`src/rtl/rhh_pkg.sv`:
```
// shared constants, types and the hash function for the robin hood hash table
package rhh_pkg;

    localparam int CAPACITY_DEF   = 64;
    localparam int KEY_BYTES_DEF  = 4;
    localparam int VALUE_BITS_DEF = 32;

    localparam int KEY_W     = 32;
    localparam int VAL_W     = 32;
    localparam int CMD_W     = 2;
    localparam int STATUS_W  = 2;
    localparam int COUNT_W   = 7;
    localparam int PSL_W     = 8;
    localparam logic [PSL_W-1:0] PROBE_LIMIT_RESET = 8'd16;

    localparam logic [63:0] FNV_BASIS = 64'hCBF29CE484222325;
    localparam logic [63:0] FNV_PRIME = 64'h00000100000001B3;

    typedef enum logic [CMD_W-1:0] {
        CMD_SET   = 2'd0,
        CMD_GET   = 2'd1,
        CMD_DEL   = 2'd2,
        CMD_CLEAR = 2'd3
    } cmd_t;

    localparam logic [STATUS_W-1:0] ST_OK        = 2'd0;
    localparam logic [STATUS_W-1:0] ST_NOT_FOUND = 2'd1;
    localparam logic [STATUS_W-1:0] ST_FULL      = 2'd2;

    typedef struct packed {
        cmd_t               cmd;
        logic [KEY_W-1:0]   key;
        logic [VAL_W-1:0]   value;
        logic [63:0]        hash;
    } job_t;

    // one fnv-1a byte step; the prime has only bits 40, 8, 7, 5, 4, 1, 0 set
    function automatic logic [63:0] fnv_step(input logic [63:0] h, input logic [7:0] b);
        logic [63:0] x;
        x = h ^ {56'd0, b};
        return (x << 40) + (x << 8) + (x << 7) + (x << 5) + (x << 4) + (x << 1) + x;
    endfunction

endpackage

```
`src/rtl/rhh_queue.sv`:
```
// two-entry job queue between the front end and the table engine
module rhh_queue (
    input  logic           aclk,
    input  logic           aresetn,
    input  logic           in_valid,
    output logic           in_ready,
    input  rhh_pkg::job_t  in_job,
    output logic           out_valid,
    input  logic           out_ready,
    output rhh_pkg::job_t  out_job
);
    rhh_pkg::job_t mem_reg [2];
    logic          wptr_reg, rptr_reg;
    logic [1:0]    cnt_reg;
    logic          push, pop;

    assign in_ready  = (cnt_reg != 2'd2);
    assign out_valid = (cnt_reg != 2'd0);
    assign out_job   = mem_reg[rptr_reg];
    assign push      = in_valid && in_ready;
    assign pop       = out_valid && out_ready;

    always_ff @(posedge aclk) begin
        if (push) mem_reg[wptr_reg] <= in_job;
    end

    always_ff @(posedge aclk) begin
        if (!aresetn) begin
            wptr_reg <= 1'b0;
            rptr_reg <= 1'b0;
            cnt_reg  <= '0;
        end else begin
            if (push) wptr_reg <= ~wptr_reg;
            if (pop)  rptr_reg <= ~rptr_reg;
            cnt_reg <= cnt_reg + {1'b0, push} - {1'b0, pop};
        end
    end
endmodule

```
`config.mk`:
```
export PLATFORM = sky130hd
export DESIGN_NAME = rhh_queue
export DESIGN_NICKNAME = d
export VERILOG_FILES = /design/src/rtl/rhh_pkg.sv /design/src/rtl/rhh_queue.sv
export SDC_FILE = /design/constraint.sdc
export NUM_CORES = 1
export LEC_CHECK = 0
export BUFFER_PORTS_ARGS = -buffer_cell sky130_fd_sc_hd__buf_2
export CAP_MARGIN = 20
export CORE_MARGIN = 1
export CORE_UTILIZATION = 52
export DETAILED_ROUTE_END_ITERATION = 6
export PLACE_DENSITY_LB_ADDON = 0.1
export SLEW_MARGIN = 10
export SYNTH_ARGS = -nofsm -noshare
export SYNTH_HDL_FRONTEND = slang
export SYNTH_SLANG_ARGS = --single-unit
```
`constraint.sdc`:
```
create_clock -name aclk -period 10.16 [get_ports aclk]
set_input_delay 1.524 -clock aclk [delete_from_list [all_inputs] [get_ports aclk]]
set_output_delay 1.524 -clock aclk [all_outputs]
set_load 0.01 [all_outputs]
```
# After elaboration in Yosys (flattened, before gate mapping)
# Memory sizes are Yosys's and may differ from the RTL's. A register that Yosys moved wholly into a read port is not among the register bits.
# Index checks and enable logic that the tools add are counted.
[classes] n_addsub=2 n_eq_ne=1 bitwise=2 n_mux=4 n_reduce_logical=3
[op_table] operator="two-way mux 1 bit" count=4
[op_table] operator="adder 2 x 1 -> 2 bit" count=1
[op_table] operator="logical AND 1 bit" count=2
[op_table] operator="!= test 2 bit, second input constant" count=1
[op_table] operator="NOT 1 bit" count=2
[op_table] operator="nonzero test 2 bit" count=1
[op_table] operator="subtractor 2 x 1 -> 2 bit" count=1
[totals] n_memories=1 word_cells=16 output_inout_bits=132 mem_bits_rw=260 inputBits=134 reg_bits=4
[mem_list] memory="mem_reg" depth=2 word_bits=130 read_ports=1 rd_clocked_by_memory_dff=1 write_ports=1 line_no="rhh_queue.sv:12" source="rhh_pkg::job_t mem_reg [2];"

# Depth between registers and ports, before layout
[depth] ltp_word=4 depth_mapped=8 depth_no_buf=8

# Worst setup path before layout
# No wires, ideal clock.
[synth_path] path_type="input to register" startpoint="in in_valid" endpoint="mem mem_reg[0][0] (netlist name) (enable)" t_arrival_ps=7021 cell_stages=2 path_slack_ps=2518 setup_ps=621 t_required_ps=9539 path_cell_list="nand2_1 nor2_1"
[synth_between] elab_chain_len=3
[synth_rtl] element="start: declaration" line_no="rhh_queue.sv:5" source="input logic in_valid,"
[synth_rtl] element="logical AND 1 bit" line_no="rhh_queue.sv:20" source="assign push = in_valid && in_ready;"
[synth_rtl] element="two-way mux 1 bit" line_no="rhh_queue.sv:24" source="if (push) mem_reg[wptr_reg] <= in_job;"
[synth_rtl] element="two-way mux 1 bit (not written as such)" line_no="rhh_queue.sv:24"
[synth_rtl] element="end: declaration" line_no="rhh_queue.sv:12"
# No other way between the ends.

==> impl_metrics.prom <==
# TYPE chip_impl_metric gauge
chip_impl_info{name="top_signal_layer_used",value="met5"} 1
chip_impl_metric{name="start_util",unit="%"} 53.3
chip_impl_metric{name="final_nets",unit=""} 847
chip_impl_metric{name="wirelength_met1",unit="um"} 6660
chip_impl_metric{name="cp_data_required_time",unit="ns"} 8.64
chip_impl_metric{name="multi_input_logic_area",unit="um2"} 1610
chip_impl_info{name="category_of_the_worst_setup_path_launch_point",value="flip-flop"} 1
chip_impl_metric{name="transition_time_of_the_tightest_slew_check_pin",unit="ns"} 0.920
chip_impl_metric{name="std_cell_rows",unit=""} 49
chip_impl_metric{name="largest_register_ffs",unit=""} 260
chip_impl_metric{name="core-area",unit="um2"} 18100
chip_impl_metric{name="post_cts_buffers",unit=""} 0
chip_impl_metric{name="detail_route.vias_per_cell",unit=""} 5.06
chip_impl_metric{name="edff_count_synth",unit=""} 260
chip_impl_metric{name="synth_area",unit="um2"} 9640
chip_impl_metric{name="met3WireLength",unit="um"} 1810
chip_impl_metric{name="fraction_of_layout_instances_using_a_drive_strength_above_1",unit="%"} 59.9
chip_impl_metric{name="grt_first_pass_wirelength",unit="um"} 27000
chip_impl_metric{name="final_design_area_no_fill",unit="um2"} 11900
chip_impl_metric{name="clk-insertion-delay-late",unit="ns"} 0.51
chip_impl_info{name="yosys.area.top_type",value="edfxtp_1"} 1
chip_impl_metric{name="routed-wl-met2",unit="um"} 8850
chip_impl_metric{name="route.detailed.wl_per_inst",unit="um"} 18.3
chip_impl_metric{name="routed-via-count",unit=""} 4849
chip_impl_metric{name="async_sr_flop_fraction",unit="%"} 0
chip_impl_info{name="cts_tree",value="built"} 1
chip_impl_metric{name="synthesis.area_per_instance",unit="um2"} 22.5
chip_impl_metric{name="gr-total-overflow",unit=""} 0
chip_impl_metric{name="filler_cell_count",unit=""} 1271
chip_impl_metric{name="seqCellArea",unit="um2"} 7910
chip_impl_metric{name="final.setup_skew",unit="ns"} 0.00660
chip_impl_info{name="synth_flop_cell",value="edfxtp_1"} 1
chip_impl_info{name="failed_checks",value="design-rule violations"} 1
chip_impl_info{name="setup_repair_after_global_routing_missed_its_margin",value="no"} 1
chip_impl_info{name="cts-root-buf",value="clkbuf_16"} 1
chip_impl_metric{name="maxCapViolCount",unit=""} 0
chip_impl_metric{name="postPlaceCellArea",unit="um2"} 11200
chip_impl_metric{name="maxClockFrequency",unit="MHz"} 227
chip_impl_info{name="result_of_the_run",value="complete, but fails checks"} 1
chip_impl_metric{name="post-synth-top-area-fraction",unit="%"} 81.0
chip_impl_metric{name="worst-path-max-fanout",unit=""} 68
chip_impl_info{name="synthTopCellsByArea",value="edfxtp_1, mux2_2, buf_6, dfxtp_1, xnor2_1"} 1
chip_impl_metric{name="ctsHoldBuffers",unit=""} 0
chip_impl_info{name="hp-class",value="reg2reg"} 1
chip_impl_metric{name="antenna_left",unit=""} 0
chip_impl_info{name="worstSetupEndpointType",value="output port"} 1
chip_impl_metric{name="synth_seq_area_share",unit="%"} 82.0
chip_impl_metric{name="syn_inst",unit=""} 428
chip_impl_metric{name="synth_seq_cells",unit=""} 265
chip_impl_metric{name="tritoncts_num_sinks",unit=""} 265
chip_impl_metric{name="report.final.setup_viol",unit=""} 0
chip_impl_metric{name="setup_total_negative_slack",unit="ns"} 0
chip_impl_metric{name="clockBufferDepth",unit=""} 3
chip_impl_metric{name="yosysWarningCount",unit=""} 0
chip_impl_metric{name="synthesis.nets",unit=""} 564
chip_impl_metric{name="drt_pre_antenna_iters",unit=""} 7
chip_impl_metric{name="die_area",unit="um2"} 19100
chip_impl_metric{name="timing.slew.headroom",unit="%"} 38.7
chip_impl_metric{name="die_w",unit="um"} 138
chip_impl_metric{name="place.detailed.hpwl",unit="um"} 11600
chip_impl_metric{name="routed_wl",unit="um"} 17600
chip_impl_metric{name="initial_antenna_violation_count",unit=""} 5
chip_impl_metric{name="cts.repair.resized",unit=""} 0
chip_impl_metric{name="slew_violations",unit=""} 0
chip_impl_metric{name="fp.dieH",unit="um"} 138
chip_impl_metric{name="postLayoutCoreUtil",unit="%"} 66.0
chip_impl_metric{name="power.density_cell_area",unit="nW/um2"} 247
chip_impl_metric{name="power_leakage",unit="nW"} 4.46
chip_impl_metric{name="port_buffers",unit=""} 265
chip_impl_metric{name="number_of_global_route_vias_before_repair",unit=""} 5116
chip_impl_metric{name="ioPinCount",unit=""} 266
chip_impl_metric{name="grt_max_degree",unit=""} 69
chip_impl_metric{name="report.final.hold_viol_count",unit=""} 0
chip_impl_metric{name="htree_num_levels",unit=""} 1
chip_impl_metric{name="post-route-period-util",unit="%"} 43.4
chip_impl_info{name="path_class",value="reg2out"} 1
chip_impl_metric{name="vdd.ir_drop.worst",unit="V"} 0.000176
chip_impl_metric{name="layout_min_cycle_time",unit="ns"} 4.41
chip_impl_metric{name="syn2layout_area_growth",unit="%"} 23.9
chip_impl_metric{name="grt_util_all_layers",unit="%"} 18.3
chip_impl_metric{name="cts_made_buffers",unit=""} 26
chip_impl_metric{name="remaining_drc_errors",unit=""} 72
chip_impl_metric{name="gp_congestion",unit=""} 0.742
chip_impl_metric{name="clkSlewWorstSetupHoldPaths",unit="ns"} 0.06
chip_impl_metric{name="detailedRoute.firstIterationViolations",unit=""} 241
chip_impl_metric{name="worst_ep_arrival_time",unit="ns"} 2.89
chip_impl_metric{name="synth.distinct_cells",unit=""} 18
where the power goes:
group | total [mW] | internal (mW) | switching (mW)
clock network | 0.872 | 0.507 | 0.365
registers | 1.44 | 1.38 | 0.0631
logic | 0.636 | 0.303 | 0.333
routing by layer:
metal,vias up,track usage (%)
met2,194,31.8
met3,28,6.55
li1,2280,-
met4,2,4.91
met1,2345,21.8
met5,-,0
cells by family after synthesis:
kind of cell | Yosys count | synth area share, %
XOR/XNOR | 3 | 0.273
multiplexers | 131 | 15.3
buffers and inverters | 15 | 1.44
AND/OR/NAND/NOR | 11 | 0.636
adder cells (fa/ha/maj) | 2 | 0.260
flip-flops | 265 | 82.0
AO/OA/AOI/OAI | 1 | 0.0779
synthesized netlist by cell type, types with 2 or more instances:
cell	n
and2_1	2
buf_2	3
buf_6	10
dfxtp_1	5
edfxtp_1	260
ha_1	2
mux2_2	130
nand2_1	2
nand2b_1	2
nor2b_1	2
xnor2_1	3
metrics by stage:
| stage | total power [mW] | hold slack (ns) | worst slack (ns) | std cells |
|---|---|---|---|---|
| 5_1_grt | 3.07 | 0.557 | 5.56 | 958 |
| 2_1_floorplan | 1.89 | 0.455 | 2.52 | 428 |
| 3_5_place_dp | 2.11 | 0.528 | 6.24 | 912 |
| 6_report | 2.95 | 0.530 | 5.75 | 959 |
| 4_1_cts | 2.98 | 0.539 | 5.69 | 957 |
| 3_3_place_gp | 2.09 | 0.510 | 6.29 | 912 |
worst paths after layout:
kind | slack [ns] | startpoint | cells after the start | end
min reg2reg | 0.53 | wptr_reg | 2 | wptr_reg
min | 0.53 | wptr_reg | 2 | wptr_reg
max reg2reg | 7.54 | cnt_reg[0] | 3 | mem_reg[1][129]
max | 5.75 | flip-flop | 3 | out_job[51]
area by class of cell:
class / instances / share of cell area (%)
clock buffer: 34 / 5.88
sequential: 265 / 66.2
antenna: 2 / 0.0419
inverter: 1 / 0.0314
tap: 229 / 2.40
timing repair buffer: 269 / 11.4
multi-input combinational: 148 / 13.4
clock inverter: 11 / 0.618
layout by cell type (no fill, tap or decap), drive strengths merged:
| cell type | netlist | routed |
|---|---|---|
| buf | 14 | 269 |
| edfxtp | 260 | 260 |
| mux2 | 130 | 130 |
| clkbuf | 0 | 34 |
| clkinv | 0 | 10 |
| dfxtp | 5 | 5 |
| xnor2 | 3 | 3 |
| diode | 0 | 2 |
| nand2b | 2 | 2 |
| nand2 | 2 | 2 |
| nor2b | 2 | 2 |
| and2 | 2 | 2 |
| ha | 2 | 2 |
| o21a | 1 | 1 |
| or2 | 1 | 1 |
| inv | 1 | 1 |
| and3 | 1 | 1 |
| nor2 | 1 | 1 |
| mux2i | 1 | 1 |
| bufinv | 0 | 1 |
critical path, cell delays in order (launching register included):
cell and delay (ns):
dfxtp_4 0.89, buf_4 0.83, mux2_2 0.44, buf_2 0.14
No activity file was read; power rests on OpenSTA's default activity.
