File: config.mk
export PLATFORM = sky130hd
export DESIGN_NAME = rhh_front
export DESIGN_NICKNAME = d
export VERILOG_FILES = /design/src/rtl/rhh_pkg.sv /design/src/rtl/rhh_front.sv
export SDC_FILE = /design/constraint.sdc
export NUM_CORES = 1
export LEC_CHECK = 0
export ABC_AREA = 0
export ABC_CLOCK_PERIOD_IN_PS = 20600
export BUFFER_PORTS_ARGS = -buffer_cell sky130_fd_sc_hd__buf_4
export CAP_MARGIN = 40
export CELL_PAD_IN_SITES_DETAIL_PLACEMENT = 0
export CELL_PAD_IN_SITES_GLOBAL_PLACEMENT = 1
export CORE_UTILIZATION = 51
export DETAILED_ROUTE_END_ITERATION = 12
export PLACE_DENSITY = 0.95
export SETUP_SLACK_MARGIN = 0.05
export SKIP_CTS_REPAIR_TIMING = 1
export SLEW_MARGIN = 20
export SYNTH_ARGS = -nofsm -noshare
export SYNTH_HDL_FRONTEND = slang
export SYNTH_SLANG_ARGS = --single-unit
File: constraint.sdc
create_clock -name aclk -period 20.6 [get_ports aclk]
set_input_delay 4.12 -clock aclk [delete_from_list [all_inputs] [get_ports aclk]]
set_output_delay 4.12 -clock aclk [all_outputs]
set_load 0.01 [all_outputs]
File: src/rtl/rhh_pkg.sv
// shared constants, types and the hash function for the robin hood hash table
package rhh_pkg;

    localparam int CAPACITY_DEF   = 64;
    localparam int KEY_BYTES_DEF  = 4;
    localparam int VALUE_BITS_DEF = 32;

    localparam int KEY_W     = 32;
    localparam int VAL_W     = 32;
    localparam int CMD_W     = 2;
    localparam int STATUS_W  = 2;
    localparam int COUNT_W   = 7;
    localparam int PSL_W     = 8;
    localparam logic [PSL_W-1:0] PROBE_LIMIT_RESET = 8'd16;

    localparam logic [63:0] FNV_BASIS = 64'hCBF29CE484222325;
    localparam logic [63:0] FNV_PRIME = 64'h00000100000001B3;

    typedef enum logic [CMD_W-1:0] {
        CMD_SET   = 2'd0,
        CMD_GET   = 2'd1,
        CMD_DEL   = 2'd2,
        CMD_CLEAR = 2'd3
    } cmd_t;

    localparam logic [STATUS_W-1:0] ST_OK        = 2'd0;
    localparam logic [STATUS_W-1:0] ST_NOT_FOUND = 2'd1;
    localparam logic [STATUS_W-1:0] ST_FULL      = 2'd2;

    typedef struct packed {
        cmd_t               cmd;
        logic [KEY_W-1:0]   key;
        logic [VAL_W-1:0]   value;
        logic [63:0]        hash;
    } job_t;

    // one fnv-1a byte step; the prime has only bits 40, 8, 7, 5, 4, 1, 0 set
    function automatic logic [63:0] fnv_step(input logic [63:0] h, input logic [7:0] b);
        logic [63:0] x;
        x = h ^ {56'd0, b};
        return (x << 40) + (x << 8) + (x << 7) + (x << 5) + (x << 4) + (x << 1) + x;
    endfunction

endpackage

File: src/rtl/rhh_front.sv
// front end: accepts items, masks fields and hashes the key one byte per cycle
module rhh_front #(
    parameter int KEY_BYTES  = rhh_pkg::KEY_BYTES_DEF,
    parameter int VALUE_BITS = rhh_pkg::VALUE_BITS_DEF
) (
    input  logic                          aclk,
    input  logic                          aresetn,
    input  logic                          s_valid,
    output logic                          s_ready,
    input  logic [rhh_pkg::CMD_W-1:0]     s_command,
    input  logic [rhh_pkg::KEY_W-1:0]     s_key,
    input  logic [rhh_pkg::VAL_W-1:0]     s_value,
    output logic                          job_valid,
    input  logic                          job_ready,
    output rhh_pkg::job_t                 job
);
    localparam int BCNT_W = $clog2(KEY_BYTES + 1);
    localparam logic [BCNT_W-1:0] LAST_BYTE = BCNT_W'(KEY_BYTES - 1);

    typedef enum logic [1:0] {F_IDLE, F_HASH, F_OUT} fstate_t;

    fstate_t                    state_reg;
    logic [BCNT_W-1:0]          byte_reg;
    rhh_pkg::job_t              job_reg;
    logic [rhh_pkg::KEY_W-1:0]  kmask;
    logic [rhh_pkg::VAL_W-1:0]  vmask;
    logic [7:0]                 cur_byte;

    always_comb begin
        kmask = '1;
        vmask = '1;
        if (KEY_BYTES < 4) kmask = rhh_pkg::KEY_W'((64'd1 << (8 * KEY_BYTES)) - 64'd1);
        if (VALUE_BITS < 32) vmask = rhh_pkg::VAL_W'((64'd1 << VALUE_BITS) - 64'd1);
        cur_byte = 8'd0;
        if (32'(byte_reg) < 32'd4) cur_byte = 8'(job_reg.key >> {byte_reg, 3'b000});
    end

    assign s_ready   = (state_reg == F_IDLE);
    assign job_valid = (state_reg == F_OUT);
    assign job       = job_reg;

    always_ff @(posedge aclk) begin
        if (!aresetn) begin
            state_reg <= F_IDLE;
            byte_reg  <= '0;
        end else begin
            unique case (state_reg)
                F_IDLE: begin
                    if (s_valid) begin
                        job_reg.cmd   <= rhh_pkg::cmd_t'(s_command);
                        job_reg.key   <= s_key & kmask;
                        job_reg.value <= s_value & vmask;
                        job_reg.hash  <= rhh_pkg::FNV_BASIS;
                        byte_reg      <= '0;
                        state_reg     <= F_HASH;
                    end
                end
                F_HASH: begin
                    job_reg.hash <= rhh_pkg::fnv_step(job_reg.hash, cur_byte);
                    byte_reg     <= byte_reg + 1'b1;
                    if (byte_reg == LAST_BYTE) state_reg <= F_OUT;
                end
                F_OUT: begin
                    if (job_ready) state_reg <= F_IDLE;
                end
                default: state_reg <= F_IDLE;
            endcase
        end
    end
endmodule

# Word-level counts from Yosys, hierarchy flattened
# Cells that the tools add are included.
[op_classes]
n_addsub = 7
n_lt_le_gt_ge = 1
eq_ne = 6
n_shift = 1
n_mux = 9
n_bitwise = 1
n_reduce_logical = 6
[op_table]
columns = ["op", "n"]
rows = [
  ["64-bit adder", 6],
  ["64-bit one-hot mux with 2 select lines", 1],
  ["64-bit two-way mux", 1],
  ["64-bit by 8-bit XOR with 64-bit output", 1],
  ["32-bit by 6-bit >> shifter with 8-bit output", 1],
  ["3-bit AND reduction", 3],
  ["8-bit two-way mux", 1],
  ["2-bit two-way mux", 3],
  ["2-bit one-hot mux with 3 select lines", 1],
  ["3-bit one-hot mux with 2 select lines", 1],
  ["2-bit != test (second input constant)", 2],
  ["3-bit by 1-bit adder with 3-bit output (second input constant)", 1],
  ["3-bit by 2-bit == test with 1-bit output (second input constant)", 1],
  ["3-bit less-than comparator (second input constant)", 1],
  ["3-bit two-way mux", 1],
  ["2-bit by 1-bit == test with 1-bit output (second input constant)", 1],
  ["2-bit == test (second input constant)", 1],
  ["2-bit zero test", 1],
  ["2-bit by 1-bit != test with 1-bit output (second input constant)", 1],
  ["2-bit AND reduction", 1],
  ["2-bit nonzero test", 1],
]
[word_totals]
register_bits = 135
input_bits = 70

# Logic depth before layout (Yosys ltp)
# Gate-level depths: netlist (run 1).
[logic_depth]
word_depth = 10
depth_mapped = 23
ltp_nobuf = 22

# Least setup slack after synthesis (run 1)
# OpenSTA, ideal clock, no wires.
[synth_path]
kind = "input -> register"
from = "input s_valid"
to = "register job_reg, in the netlist job[100] (enable)"
setup_time_ps = 656
arrival_time_ps = 10432
required_time_ps = 19944
slack_ps = 9513
stages = 1
path_cell_list = "nor4bb_1"
[synth_between]
elab_chain_cells = 1
[synth_lines]
columns = ["item", "line_no", "text"]
rows = [
  ["from (decl)", "rhh_front.sv:8", "input logic s_valid,"],
  ["3-bit AND reduction (no source line)", "-", ""],
  ["to (decl)", "rhh_front.sv:24", "rhh_pkg::job_t job_reg;"],
]
# No other way between the ends.
# A chain may end at the register's enable or synchronous reset.

# Final worst setup path (run 1)
[layout_path]
from = "register byte_reg[0]"
to = "register job_reg, in the netlist job[63] (data pin)"
[layout_between]
elab_chain_cells = 10
[layout_lines]
columns = ["item", "line_no", "text"]
rows = [
  ["from (decl)", "rhh_front.sv:23", "logic [BCNT_W-1:0] byte_reg;"],
  ["from (signal assigned)", "rhh_front.sv:60", "byte_reg <= byte_reg + 1'b1;"],
  ["32-bit by 6-bit >> shifter with 8-bit output or 3-bit less-than comparator (tied branches)", "rhh_front.sv:35", "if (32'(byte_reg) < 32'd4) cur_byte = 8'(job_reg.key >> {byte_reg, 3'b000});"],
  ["8-bit two-way mux *", "rhh_front.sv:35", ""],
  ["64-bit by 8-bit XOR with 64-bit output *", "rhh_pkg.sv:40", "x = h ^ {56'd0, b};"],
  ["64-bit adder (5 in series)", "rhh_pkg.sv:41", "return (x << 40) + (x << 8) + (x << 7) + (x << 5) + (x << 4) + (x << 1) + x;"],
  ["64-bit adder *", "rhh_pkg.sv:41", ""],
  ["64-bit one-hot mux with 2 select lines *", "rhh_front.sv:47", "unique case (state_reg)"],
]
# Every way passes the cells marked *; elsewhere a longest branch is shown, timed or not.

==> out/qor.yml, run 1 <==
routing:
  drt_iter0_drc: 582
  drcViolationCount: 0
  vias: 10801
  ant_nets: 0
  viasPerCell: 5.428
  routed_wl_um: 38440
  wl_per_cell_um: 19.32
  first_pass_iters: 5
clock_tree:
  clockBufferDepth: 2
  clk_pin_slew_ps: 60
  clockRootBuffer: "clkbuf_16"
  h-tree-depth: 4
  numClockSinks: 135
  cts_tree: "yes"
  cts_buffers: 17
  clock_latency_ps: 440
floorplanning:
  start_util_pct: 52.14
  core_area_mm2: 0.02894
  die_w_um: 174
  die-area_mm2: 0.03028
  die_h_um: 174
  rows: 62
  ioPinCount: 202
critical_path:
  critPathTopFamily: "adder cells"
  path_cells: "mux4_2 -> nand2_1 -> xor2_1 -> inv_1 -> fa_1 -> fa_1 -> fa_1 -> ha_1 -> ha_1 -> o21ai_0 -> o21ai_0 -> nand4_1 -> a211oi_1 -> o2111ai_1 -> a31oi_1 -> o31ai_1 -> a21oi_1 -> xnor2_1 -> nand2_1"
  critPathMaxFanout: 11
  timing.critical_path.mode_cell: "fa_1"
  max_stage_delay_ps: 710
  end_kind: "flop"
  start_kind: "flop"
  cp_slowest_cell: "dfxtp_1"
  cp_data_arrival_time_ps: 7140
  cp.buffers_inverters: 1
  crit_required_ps: 20760
  critPathKind: "reg2reg"
logic_synthesis:
  synth_area_leaders: "fa_1 (33%), edfxtp_1 (26%), ha_1 (9.3%), inv_1 (7.7%), xnor2_1 (2.4%)"
  synth_area_mm2: 0.01509
  synth_top_area_cell: "fa_1"
  synthTopCellsByCount: "inv_1 (310), fa_1 (245), edfxtp_1 (130)"
  ys.flop_type: "edfxtp_1"
  yosys_warnings: 0
  synth_top_area_share_pct: 32.51
  async_flop_share_pct: 0
  synthCells: 1398
  synth_edf_count: 130
  synth_area_per_cell_um2: 10.79
  synth_seq_area_share_pct: 26.54
  synth.most_common_cell: "inv_1"
  ys_ff_latch: 135
  synth.distinct_cells: 57
  synth_fp_nets: 1825
sta:
  worst_slack_ps: 13620
  period_minus_slack_ps: 6982
  clock.fmax_ghz: 0.1432
  slew_headroom_pct: 44.65
  fin_worst_skew_ps: 14.33
  tightest_slew_ps: 827.4
  rsz0062_at_grt: "false"
  finalMaxSlewViolations: 0
  setup-violations-final: 0
  fin_setup_tns_ps: 0
  hold_violations: 0
  min_period_over_period_pct: 33.89
  whs_ps: 521.6
global_routing:
  gr-total-overflow: 0
  track_usage_pct: 27.04
  antenna_found_initial: 0
  grt_max_degree: 67
  grt_first_pass_wirelength_um: 62290
  grt_pass1_vias: 11788
cells_and_area:
  area_delta_synth_final_pct: 16.79
  fin_nets: 2020
  nFillCells: 2343
  n_antenna_cell: 0
  largest_reg_flops: 130
  stdcell_count: 1990
  drive_gt1_share_pct: 16.56
flow_run:
  max_cap_violations: 0
placed_design:
  io_buffers: 201
  post-place-ws_ps: 13580
  dp_cells: 1958
  hpwl_um: 31670
  gp_congestion: 0.9451
worst_hold_path:
  hold_path.class: "reg2reg"
run_status:
  status: "finished, final reports clean"
## cells in the final DEF, fill, tap and decap left out, types with 13 or more instances in the layout
cell type / n
nand2_1: 77
clkbuf_16: 17
nor2b_1: 13
buf_4: 210
edfxtp_1: 130
o21ai_0: 40
nand4_1: 23
xnor2_1: 42
fa_1: 245
a21oi_1: 69
a21o_1: 40
xor2_1: 35
ha_1: 112
inv_1: 310
o21bai_1: 15
nor2_1: 79
## tightest hold or removal path, delay by kind of cell (launching register included)
| family | cells | cell delay, ps |
|---|---|---|
| flops | 1 | 330 |
| compound gates | 1 | 60 |
| simple gates | 1 | 90 |
## cells by family after synthesis
group / Yosys count / synth area share [%]
muxes: 8 / 1.194
DFF: 135 / 26.54
and+or+nand+nor: 253 / 7.928
buffers and inverters: 346 / 8.624
AOI/OAI and AO/OA: 222 / 9.454
xor gates and xnor gates: 77 / 4.470
adders and majority gates: 357 / 41.79
## metal layers
layer,vias up,share of wire (%),track usage [%]
met5,-,0,0
li1,4919,-,-
met2,425,49,44.97
met3,68,7.6,6.124
met1,5389,40,34.66
met4,0,3.1,9.978
## metrics by stage
stage	utilization (%)	area, um^2
2_1_floorplan	-	15090
3_3_place_gp	58.82	17020
3_5_place_dp	58.94	17050
4_1_cts	60.90	17620
5_1_grt	60.90	17620
6_report	60.90	17620
## final timing paths
check | start | to | slack [ps] | cells past startpoint
max reg2reg | byte_reg[0] | job[63] | 13620 | 19
min reg2reg | byte_reg[2] | byte_reg[2] | 520 | 2
max | byte_reg[0] | job[63] | 13620 | 19
min | byte_reg[2] | byte_reg[2] | 520 | 2
## layout make-up
type	instances	area [um^2]	share of cell area (%)
flip-flops and latches	135	4004	22.72
clock buffers	18	429.2	2.435
inverters	311	1167	6.625
clock inverters	14	138.9	0.7881
well taps	384	480.5	2.726
multi-input cells	917	9806	55.64
repair buffers	211	1597	9.060
Power of run 1 is left out: the tool's default activity adds up to more than one toggle a clock period on the data nets, which glitch-free logic cannot reach.
==> run 2: changes to the inputs <==
Settings changed: ABC_CLOCK_PERIOD_IN_PS 20600 to 6000, CORE_UTILIZATION 51 to 43, PLACE_DENSITY 0.95 to 0.88.
Clock period 20.6 ns to 6 ns, I/O delays scaled along.
==> run 2 against run 1 <==
Compared with the run above:
- sequential share of layout area down 1.1 points
- maximum frequency up 22%
- cell count up 6.3%
- largest cell class unchanged
==> out/qor.yml, run 2 (synthesized netlist as in run 1, its figures left out) <==
run_status:
  status: "finished, final reports clean"  # unchanged
cells_and_area:
  largest_reg_flops: 130  # unchanged
  mostFrequentLayoutCell: "inv_1"  # unchanged
  n_antenna_cell: 0  # unchanged
  layout_common_cells: "inv_1 (307), buf_4 (261), fa_1 (244), edfxtp_1 (130), ha_1 (99)"  # was inv_1 (310), fa_1 (245), buf_4 (210), edfxtp_1 (130), ha_1 (112)
  nFillCells: 3060  # was 2,343
  area_delta_synth_final_pct: 22.83  # was 16.79%
  stdcell_count: 2115  # was 1,990
  drive_gt1_share_pct: 21.99  # was 16.56%
  fin_nets: 2074  # was 2,020
clock_tree:
  h-tree-depth: 4  # unchanged
  cts_tree: "yes"  # unchanged
  numClockSinks: 135  # unchanged
  clockRootBuffer: "clkbuf_16"  # unchanged
  clk_pin_slew_ps: 70  # was 60 ps
  clock_latency_ps: 430  # was 440 ps
  clockBufferDepth: 2  # unchanged
  cts_buffers: 17  # unchanged
routing:
  viasPerCell: 5.151  # was 5.428
  first_pass_iters: 5  # unchanged
  drcViolationCount: 0  # unchanged
  routed_wl_um: 40260  # was 38,440 um
  ant_nets: 0  # unchanged
  vias: 10894  # was 10,801
  drt_iter0_drc: 521  # was 582
  wl_met2_um: 19930  # was 18,790 um
  wl_per_cell_um: 19.04  # was 19.32 um
  route.met3.wl_um: 2822  # was 2930 um
  wl_met1_um: 16330  # was 15,510 um
  highest_layer: "met4"  # unchanged
sta:
  fin_worst_skew_ps: 9.690  # was 14.33 ps
  rsz0062_at_grt: "true"  # was false
  setup-violations-final: 0  # unchanged
  min_period_over_period_pct: 95.75  # was 33.89%
  slew_headroom_pct: 43.00  # was 44.65%
  clock.fmax_ghz: 0.1741  # was 0.1432 GHz
  period_minus_slack_ps: 5745  # was 6982 ps
  hold_violations: 0  # unchanged
  tightest_slew_ps: 855.0  # was 827.4 ps
  finalMaxSlewViolations: 0  # unchanged
floorplanning:
  core_area_mm2: 0.03454  # was 0.02894 mm^2
  die_h_um: 189.3  # was 174 um
  rows: 68  # was 62
  die_w_um: 189.3  # was 174 um
  die-area_mm2: 0.03584  # was 0.03028 mm^2
  ioPinCount: 202  # unchanged
  start_util_pct: 43.68  # was 52.14%
critical_path:
  reg2reg_depth: 21  # was 19
  start_kind: "flop"  # unchanged
  critPathMaxFanout: 10  # was 11
  cp_data_arrival_time_ps: 6040  # was 7140 ps
  r2r-start: "byte_reg[0]"  # unchanged
  crit_required_ps: 6300  # was 20,760 ps
  critPathKind: "reg2reg"  # unchanged
  rrSetupSlack_ps: 260  # was 13,620 ps
  end_kind: "flop"  # unchanged
  reg2reg_to: "job[60]"  # was job[63]
worst_hold_path:
  worstHoldStart: "byte_reg[2]"  # unchanged
  hold_path.class: "reg2reg"  # unchanged
  holdPathStages: 2  # unchanged
  worstHoldEndpoint: "byte_reg[2]"  # unchanged
global_routing:
  gr-total-overflow: 0  # unchanged
  grt_first_pass_wirelength_um: 63670  # was 62,290 um
  antenna_found_initial: 0  # unchanged
  track_usage_pct: 23.42  # was 27.04%
  grt_pass1_vias: 11926  # was 11,788
  grt_max_degree: 67  # unchanged
placed_design:
  dp_cells: 2071  # was 1,958
  hpwl_um: 32900  # was 31,670 um
  io_buffers: 201  # unchanged
  gp_congestion: 0.9408  # was 0.9451
flow_run:
  max_cap_violations: 0  # unchanged
-- run 2: metal layers --
| metal | GRT usage (%) | vias up |
|---|---|---|
| met2 | 39.82 | 394 |
| met5 | 0 | - |
| met3 | 4.337 | 61 |
| li1 | - | 5024 |
| met1 | 30.04 | 5415 |
| met4 | 7.909 | 0 |
-- run 2: worst max-delay path by stage --
| stage | startpoint | cells past startpoint | slack (ps) | end |
|---|---|---|---|---|
| global route | byte_reg[0] | 24 | -20 | job[63] |
| finish | byte_reg[0] | 21 | 260 | job[60] |
| detailed placement | byte_reg[0] | 20 | -120 | job[63] |
| floorplan | byte_reg[0] | 20 | 80 | job[60] |
| CTS | byte_reg[0] | 22 | -160 | job[63] |
| global placement | byte_reg[0] | 20 | -30 | job[63] |
-- run 2: area by class of cell --
class	count	area (um^2)	area share, %
clock buffers	19	432.9	2.336
multi-input cells	917	10170	54.85
inverters	311	1167	6.299
flip-flops and latches	135	4005	21.61
clock inverters	13	170.2	0.9182
well taps	455	569.3	3.072
repair buffers	265	2022	10.91
-- run 2: critical path, cell delays in order, from the launching register on --
cell	delay [ps]
dfxtp_2	340
buf_12	140
mux4_2	510
nand2_2	130
xor2_4	210
inv_2	70
fa_1	500
inv_1	50
fa_1	470
inv_1	50
fa_1	580
ha_4	220
ha_4	280
nand4_1	120
or3_4	360
o211a_4	260
a211oi_4	250
o211ai_2	170
a21oi_2	240
o221ai_2	140
or4_1	420
nand3_1	90
-- run 2: per-stage QoR --
| stage | setup slack (ps) | hold WS, ps | TNS [ps] | util [%] | instance area (um^2) |
|---|---|---|---|---|---|
| 2_1_floorplan | 81.66 | 484.2 | 0 | - | 15110 |
| 3_3_place_gp | -30.36 | 495.9 | -30.36 | 50.56 | 17460 |
| 3_5_place_dp | -119.0 | 523.5 | -119.0 | 50.62 | 17480 |
| 4_1_cts | -155.9 | 565.6 | -206.9 | 52.36 | 18090 |
| 5_1_grt | -18.86 | 606.4 | -18.86 | 53.65 | 18530 |
| 6_report | 255.1 | 561.8 | 0 | 53.65 | 18530 |
Power of run 2 is left out for the same reason.
==> run 3: changes to the inputs <==
Settings changed: CORE_ASPECT_RATIO from default to 0.75.
==> run 3 against run 2 <==
Compared with the run above:
- first-iteration DRC count increased by 55%
- maximum frequency decreased by 1.6%
- setup slack got worse by 96 ps
- worst hold slack got worse by 41 ps
- critical path depth increased by 3
- design area increased by 1.2%
- core utilization increased by 0.50 points
==> out/qor.yml, run 3 (synthesized netlist as in run 1, its figures left out) <==
cells_and_area:
  largest_reg_flops: 130  # unchanged
  layout_common_cells: "inv_1 (303), buf_4 (279), fa_1 (243), edfxtp_1 (130), ha_1 (96)"  # was inv_1 (307), buf_4 (261), fa_1 (244), edfxtp_1 (130), ha_1 (99)
  mostFrequentLayoutCell: "inv_1"  # unchanged
  drive_gt1_share_pct: 23.94  # was 21.99%
  fin_util_pct: 54.15  # was 53.65%
  nFillCells: 2952  # was 3,060
  n_antenna_cell: 0  # unchanged
  fin_nets: 2093  # was 2,074
  area_delta_synth_final_pct: 24.26  # was 22.83%
sta:
  rsz0062_at_grt: "true"  # unchanged
  tightest_slew_ps: 847.0  # was 855.0 ps
  whs_ps: 521.0  # was 561.8 ps
  period_minus_slack_ps: 5841  # was 5745 ps
  min_period_over_period_pct: 97.35  # was 95.75%
  clock.fmax_ghz: 0.1712  # was 0.1741 GHz
  setup-violations-final: 0  # unchanged
  fin_worst_skew_ps: 15.22  # was 9.690 ps
  hold_violations: 0  # unchanged
  finalMaxSlewViolations: 0  # unchanged
  slew_headroom_pct: 43.53  # was 43.00%
  worst_slack_ps: 158.7  # was 255.1 ps
critical_path:
  max_stage_delay_ps: 540  # was 580 ps
  critPathKind: "reg2reg"  # unchanged
  crit_required_ps: 6300  # about the same
  critPathMaxFanout: 8  # was 10
  start_kind: "flop"  # unchanged
  cp_slowest_cell: "fa_1"  # unchanged
  path_cells: "buf_12 -> mux4_2 -> nand2_2 -> xor2_1 -> buf_4 -> buf_6 -> xor2_2 -> ha_1 -> o21bai_2 -> fa_1 -> fa_1 -> ha_4 -> ha_4 -> buf_4 -> o21ai_2 -> o21bai_1 -> a21oi_2 -> o211a_4 -> a211oi_4 -> o211ai_2 -> a21oi_2 -> o221ai_2 -> or4_1 -> nand3_2"  # was buf_12 -> mux4_2 -> nand2_2 -> xor2_4 -> inv_2 -> fa_1 -> inv_1 -> fa_1 -> inv_1 -> fa_1 -> ha_4 -> ha_4 -> nand4_1 -> or3_4 -> o211a_4 -> a211oi_4 -> o211ai_2 -> a21oi_2 -> o221ai_2 -> or4_1 -> nand3_1
  cp_data_arrival_time_ps: 6150  # was 6040 ps
  end_kind: "flop"  # unchanged
placed_design:
  hpwl_um: 31980  # was 32,900 um
  gp_congestion: 0.9302  # was 0.9408
  io_buffers: 201  # unchanged
  post-place-ws_ps: -151.8  # was -119.0 ps
floorplanning:
  die_w_um: 218.3  # was 189.3 um
  die_h_um: 164.2  # was 189.3 um
  start_util_pct: 43.58  # was 43.68%
  core_area_mm2: 0.03462  # was 0.03454 mm^2
  die-area_mm2: 0.03585  # was 0.03584 mm^2
  rows: 59  # was 68
  ioPinCount: 202  # unchanged
routing:
  vias: 11074  # was 10,894
  ant_nets: 0  # unchanged
  first_pass_iters: 5  # unchanged
  routed_wl_um: 39960  # was 40,260 um
  wl_per_cell_um: 18.71  # was 19.04 um
  drcViolationCount: 0  # unchanged
  viasPerCell: 5.184  # was 5.151
  drt_iter0_drc: 806  # was 521
clock_tree:
  clockBufferDepth: 2  # unchanged
  clockRootBuffer: "clkbuf_16"  # unchanged
  h-tree-depth: 4  # unchanged
  cts_tree: "yes"  # unchanged
  clock_latency_ps: 440  # was 430 ps
  numClockSinks: 135  # unchanged
  cts_buffers: 17  # unchanged
  clk_pin_slew_ps: 70  # about the same
global_routing:
  antenna_found_initial: 0  # unchanged
  grt_pass1_vias: 11463  # was 11,926
  grt_first_pass_wirelength_um: 62650  # was 63,670 um
  track_usage_pct: 23.17  # was 23.42%
  grt_max_degree: 67  # unchanged
  gr-total-overflow: 0  # unchanged
flow_run:
  max_cap_violations: 0  # unchanged
run_status:
  status: "finished, final reports clean"  # unchanged
worst_hold_path:
  hold_path.class: "reg2reg"  # unchanged
run 3: final cells by class:
class	count	area (um^2)	share of cell area, %
Sequential cell	135	4005	21.36
Timing Repair Buffer	284	2160	11.52
Inverter	311	1167	6.227
Clock buffer	18	429.2	2.289
Clock inverter	14	157.7	0.8409
Tap cell	457	571.8	3.050
Multi-Input combinational cell	917	10260	54.71
run 3: per-layer routing:
metal | share of wire [%] | vias to the layer above | wire length, um | track usage [%]
li1 | - | 5064 | - | -
met1 | 46 | 5646 | 18230 | 34.12
met2 | 47 | 323 | 18750 | 35.93
met3 | 5.9 | 41 | 2365 | 3.815
met4 | 1.5 | 0 | 617 | 5.054
met5 | 0 | - | 0 | 0
run 3: final timing paths:
check / startpoint / to / slack, ps / cells after the start
hold reg to reg: byte_reg[2] / byte_reg[2] / 520 / 2
hold / removal: byte_reg[2] / byte_reg[2] / 520 / 2
setup / recovery: byte_reg[0] / job[60] / 160 / 24
setup reg to reg: byte_reg[0] / job[60] / 160 / 24
run 3: worst max-delay path: cells and delay by family (launching register included):
kind                     cells  cell delay (ps)
adder cells (fa/ha/maj)      5             1740
AO/OA/AOI/OAI                9             1670
AND/OR/NAND/NOR              3              640
multiplexers                 1              510
XOR/XNOR                     2              230
buffers and inverters        4              540
flip-flops                   1              350
run 3: metrics by stage:
step           std cells  area [um^2]  setup TNS, ps
6_report            2136        18750              0
5_1_grt             2136        18750         -80.84
4_1_cts             2117        18150          -2063
3_5_place_dp        2085        17560          -1324
3_3_place_gp        2085        17560         -208.7
2_1_floorplan       1398        15110              0
Power of run 3 is left out for the same reason.
